**config.mk**
```make
export PLATFORM = sky130hd
export DESIGN_NAME = mfir_ctrl
export DESIGN_NICKNAME = d
export VERILOG_FILES = /design/src/rtl/core/mfir_pkg.sv /design/src/rtl/core/mfir_ctrl.sv
export SDC_FILE = /design/constraint.sdc
export NUM_CORES = 1
export LEC_CHECK = 0
export ABC_AREA = 0
export BUFFER_PORTS_ARGS = -buffer_cell sky130_fd_sc_hd__buf_2
export CORE_AREA = 2 2 39 41
export CTS_BUF_LIST = sky130_fd_sc_hd__clkbuf_2
export DETAILED_ROUTE_END_ITERATION = 12
export DIE_AREA = 0 0 41 43
export SYNTH_ARGS = -nofsm -noshare
export SYNTH_HDL_FRONTEND = slang
export SYNTH_SLANG_ARGS = --single-unit
export TNS_END_PERCENT = 20
```
**constraint.sdc**
```tcl
create_clock -name clk -period 1.95 [get_ports clk]
set_clock_uncertainty 0.15 [all_clocks]
set_input_delay 0.195 -clock clk [delete_from_list [all_inputs] [get_ports clk]]
set_output_delay 0.195 -clock clk [all_outputs]
set_load 0.02 [all_outputs]
```
**src/rtl/core/mfir_pkg.sv**
```systemverilog
package mfir_pkg;

	// Fixed sizes of the filter.
	localparam int MaxChannels  = 64;
	localparam int MaxHalf      = 32;
	localparam int CoefFracBits = 16;
	localparam int LineLen      = 2 * MaxHalf + 1;
	localparam int HistDepth    = MaxChannels * LineLen;

	localparam int HistAw = $clog2(HistDepth);
	localparam int TapAw  = $clog2(LineLen);
	localparam int PosW   = $clog2(LineLen);
	localparam int ChanW  = $clog2(MaxChannels);
	localparam int NchW   = ChanW + 1;
	localparam int HalfW  = $clog2(MaxHalf) + 1;
	localparam int RndW   = PosW + 1;

	localparam int SampleW = 16;
	localparam int CoefW   = 18;
	localparam int ProdW   = SampleW + CoefW;
	localparam int AccW    = ProdW + $clog2(LineLen) + 1;

	localparam int CfgDataW = 7;
	localparam int CfgIdxW  = 2;
	localparam int ReqW     = 2;

	localparam logic [CfgIdxW-1:0] CfgNumChannels = 2'd0;
	localparam logic [CfgIdxW-1:0] CfgHalfLength  = 2'd1;

	localparam logic [ReqW-1:0] ReqLoad   = 2'd0;
	localparam logic [ReqW-1:0] ReqSample = 2'd1;
	localparam logic [ReqW-1:0] ReqFlush  = 2'd2;

	localparam int SatMax = 32767;
	localparam int SatMinMag = 32768;

	typedef enum logic [2:0] {
		StIdle,
		StMac,
		StDrain,
		StRound,
		StSat
	} mfir_state_t;

	typedef struct packed {
		logic load_tap;
		logic start;
		logic issue;
		logic round;
		logic load_out;
	} mfir_cmd_t;

	typedef struct packed {
		logic emit;
		logic last;
		logic rd_pending;
		logic pipe_idle;
		logic out_free;
	} mfir_status_t;

endpackage

```
**src/rtl/core/mfir_ctrl.sv**
```systemverilog
module mfir_ctrl
	import mfir_pkg::*;
(
	input  logic                 clk,
	input  logic                 arst_n,
	input  logic                 in_valid,
	input  logic [ReqW-1:0]      req_type,
	input  mfir_status_t         status,
	output mfir_cmd_t            cmd,
	output logic                 in_stall
);

	mfir_state_t state_q;
	mfir_state_t state_d;
	logic        accept;
	logic        is_data;

	assign accept  = (state_q == StIdle) && in_valid;
	assign is_data = req_type inside {ReqSample, ReqFlush};

	always_ff @(posedge clk or negedge arst_n) begin
		if (!arst_n) begin
			state_q <= StIdle;
		end else begin
			state_q <= state_d;
		end
	end

	always_comb begin
		state_d = state_q;
		case (state_q)
			StIdle: begin
				if (accept && is_data && status.emit) begin
					state_d = StMac;
				end
			end
			StMac: begin
				if (status.last) begin
					state_d = StDrain;
				end
			end
			StDrain: begin
				if (!status.rd_pending) begin
					state_d = StRound;
				end
			end
			StRound: begin
				state_d = StSat;
			end
			StSat: begin
				if (status.out_free) begin
					state_d = StIdle;
				end
			end
			default: begin
				state_d = StIdle;
			end
		endcase
	end

	always_comb begin
		cmd      = '0;
		in_stall = 1'b1;
		case (state_q)
			StIdle: begin
				in_stall     = 1'b0;
				cmd.load_tap = accept && (req_type == ReqLoad);
				cmd.start    = accept && is_data;
			end
			StMac: begin
				cmd.issue = 1'b1;
			end
			StRound: begin
				cmd.round = 1'b1;
			end
			StSat: begin
				cmd.load_out = status.out_free;
			end
			default: begin
				cmd = '0;
			end
		endcase
	end

	a_emit_enters_mac: assert property (@(posedge clk) disable iff (!arst_n)
		(cmd.start && status.emit) |=> (state_q == StMac))
		else $error("emitting sample did not start the tap sequence");

	a_out_after_drain: assert property (@(posedge clk) disable iff (!arst_n)
		cmd.load_out |-> status.pipe_idle)
		else $error("result loaded while products still in flight");

endmodule

```
# --- Yosys cells after proc, flatten, opt, wreduce, memory -nomap -nowiden ---
# Cells that the tools add are included.
op_classes:
  eq_ne: 10
  n_mux: 10
  n_reduce_logical: 8
ops:
  columns: ["cell", "count"]
  rows:
  - ["case mux 3 bit (5 select lines)", 1]
  - ["two-way mux 3 bit", 4]
  - ["== test 3 x 2 -> 1 bit, second input constant", 2]
  - ["!= test 2 bit, second input constant", 3]
  - ["logical AND 1 bit", 4]
  - ["two-way mux 1 bit", 4]
  - ["AND reduction 4 bit", 1]
  - ["== test 3 x 1 -> 1 bit, second input constant", 1]
  - ["== test 3 bit, second input constant", 1]
  - ["logical NOT 3 bit", 1]
  - ["== test 2 x 1 -> 1 bit, second input constant", 1]
  - ["== test 2 bit, second input constant", 1]
  - ["logical NOT 2 bit", 1]
  - ["two-way mux 2 bit", 1]
  - ["!= test 2 x 1 -> 1 bit, second input constant", 1]
  - ["nonzero test 2 bit", 1]
totals:
  regBits: 3
  in_bits: 10
  word_cells: 29

# --- Longest topological paths before layout ---
logic_depth:
  ltp_word: 6
  depth_mapped: 4
  mapped_depth_nobuf: 4

# --- Worst setup path before layout ---
# OpenSTA, ideal clock, no wires.
synth_timing:
  path_type: "register to output"
  from: "register state_q[1]"
  to: "output cmd[2] in the netlist's numbering"
  arrival_time_ns: 0.970
  stages_incl_launch_ff: 2
  setup_slack_ns: 0.635
  t_required_ns: 1.605
  cell_sequence: "dfrtp_1 -> nor3b_1"
synth_rtl:
  columns: ["item", "line_no", "rtl"]
  rows:
  - ["from (decl)", "mfir_ctrl.sv:13", "mfir_state_t state_q;"]
  - ["from (signal assigned)", "mfir_ctrl.sv:23", "state_q <= StIdle;"]
  - ["from (signal assigned)", "mfir_ctrl.sv:25", "state_q <= state_d;"]
  - ["to (decl)", "mfir_ctrl.sv:9", "output mfir_cmd_t cmd,"]

==> results.yml <==
detailed_routing:
  m1WireLength_um: 180
  route.met3.wl_um: 54
  via_count: 225
  maxUsedRoutingLayer: "met4"
  drtAntennaViolNets: 0
  drt_wl_total_um: 461
  avgViaCountPerCell: 3.95
  first_pass_iters: 3
  drt_iter0_drc: 5
  drc: 0
  wl_per_cell_um: 8.09
  wl_met2_um: 211
timing:
  relSlewSlack_pct: 85.8
  hold_viol_final: 0
  timing.final.crit_period_ns: 1.60
  fmax_mhz: 624
  tightest_slew_ns: 0.213
  tns_ns: 0
  setup_viol: 0
  slew_viol_final: 0
  rsz0062_at_grt: "no"
  min_period_over_period_pct: 82.2
cells_and_area:
  final_core_util_pct: 23.1
  fin_nets: 53
  top_regs: "state_q x3"
  final_cell_area_um2: 320
  synthToLayoutAreaGrowth_pct: 60.0
  drive_gt1_share_pct: 48.8
  largest_register: "state_q"
  antenna-diode-count: 0
  largest_reg_flops: 3
worst_setup_path:
  rr_endpoint: "state_q[0]"
  reg2reg_setup_slack_ns: 0.73
  crit_required_ns: 1.60
  critPathLaunch: "state_q[0]"
  path_max_fanout: 7
  worstSetupEndpointType: "primary output"
  critPathKind: "reg2out"
  rr_worst_depth: 3
  r2r_start: "state_q[0]"
  path_cells: "nor3_2, and3_2, buf_2"
  slowest_delay_ns: 0.42
  cp.arrival_ns: 1.26
  cpLargestDelayFamily: "simple AND/OR/NAND/NOR gates"
  crit_path_top_delay_cell: "dfrtp_1"
  start_kind: "flip-flop"
  cp_num_buf_inv: 1
global_route:
  grt_pass1_vias: 184
  grt_max_degree: 8
  grt_pass1_wl_um: 731
  grt-ovfl-total: 0
  grtUsageTotal_pct: 7.16
  antenna_found_initial: 0
yosys:
  yosys_warnings: 0
  yosys-top-cells-area: "dfrtp_1, and3_1, ha_1"
  synth_common_cells: "dfrtp_1, inv_1, and3_1, nor2_1"
  synth_edf_count: 0
  yosysSeqAreaShare_pct: 37.5
  synthFlopType: "dfrtp_1"
  ys_seq_elements: 3
  synth_area_um2: 200
  syn_inst: 22
  synth_top_cell_by_area: "dfrtp_1"
  synth_top_area_share_pct: 37.5
  ys_types: 16
  synth_area_per_cell_um2: 9.10
  async_flop_share_pct: 100
  synth_fp_nets: 33
cts:
  cts_buffers: 3
  cts_max_level: 1
  cts_buffer_depth: 2
  cts-root-buf: "clkbuf_2"
  clock-sinks: 3
  clk_pin_slew_ns: 0.04
  cts_tree: "built"
  clk_latency_ns: 0.21
worst_hold_path:
  hold_depth: 2
  whs_endpoint: "state_q[2]"
  min_from: "status[0]"
  min_path_type: "in2reg"
floorplan:
  coreArea_um2: 1380
  dieHeight_um: 43
  io-pin-count: 16
  initial_core_util_pct: 14.5
  rows: 14
  die_w_um: 41
  die_area_um2: 1760
pwr:
  p_per_area_nw_per_um2: 1340
  peakVddDrop_mv: 0.242
  power_leakage_nw: 0.191
placed_design:
  dp_hpwl_um: 370
  gp_congestion: 0.564
  numPortBuffers: 14
  place_area_um2: 290
outcome:
  status: "completed"
job:
  cap_violations: 0
## layer usage
| layer | vias up | track usage, % |
|---|---|---|
| met4 | 0 | 10.0 |
| met5 | - | 0 |
| met1 | 97 | 6.51 |
| met2 | 11 | 8.44 |
| li1 | 115 | - |
| met3 | 2 | 4.71 |
## metrics by stage
stage | setup slack (ns) | total power [mW] | hold WS [ns] | std cells
after floorplan | 0.635 | 0.273 | -0.251 | 22
after global placement | 0.553 | 0.341 | -0.159 | 52
after detailed placement | 0.557 | 0.341 | -0.158 | 52
after CTS | 0.315 | 0.437 | 0.0180 | 57
after global routing | 0.247 | 0.467 | 0.0198 | 57
final | 0.347 | 0.428 | 0.0293 | 57
## cell usage in the layout (no fill, tap or decap)
cell type / n
and3_1: 2
a21oi_1: 1
dfrtp_1: 3
nand3b_1: 1
nor2_1: 2
and3b_1: 1
clkbuf_2: 4
inv_1: 3
nor3_2: 1
o21bai_1: 1
ha_1: 1
nor3b_1: 1
a2bb2oi_1: 1
nand2_1: 1
nand2b_1: 1
and3_2: 1
dlygate4sd3_1: 1
o2bb2ai_1: 1
buf_2: 14
## worst reg2reg max path, cell delays in order, from the launching register on
cell	delay (ns)
dfrtp_1	0.42
nor3_2	0.25
and3_2	0.22
o2bb2ai_1	0.10
## kinds of logic (layout without fill, tap and decap cells)
kind of cell	after synthesis	count (layout)	share of synthesized area, %
compound gates	4	4	15.0
fa+ha+maj	1	1	6.25
buf+inv	3	22	5.62
flops	3	3	37.5
simple gates	11	11	35.6
## cell type report
cell class | instances | area [um^2]
Fill cell | 158 | 1060
Multi-Input combinational cell | 16 | 114
Timing Repair Buffer | 15 | 80.1
Sequential cell | 3 | 75.1
Clock buffer | 4 | 20.0
Tap cell | 16 | 20.0
Inverter | 3 | 11.3
## worst max-delay path by stage
| stage | endpoint | slack (ns) | cells past startpoint |
|---|---|---|---|
| floorplan | cmd[2] | 0.64 | 1 |
| global placement | cmd[3] | 0.55 | 3 |
| detailed placement | cmd[3] | 0.56 | 3 |
| CTS | cmd[3] | 0.31 | 3 |
| global route | cmd[3] | 0.25 | 3 |
| finish | cmd[3] | 0.35 | 3 |
## what timing repair did
action	CTS	global route
hold endpoints to repair	3	0
hold buffers	1	0
gates resized for setup	0	0
buffers inserted	0	0
## power by group
group / internal (mW) / switching (mW)
logic: 0.0941 / 0.117
clock network: 0.0541 / 0.0342
registers: 0.0876 / 0.0408
No activity file was read; power rests on OpenSTA's default activity.
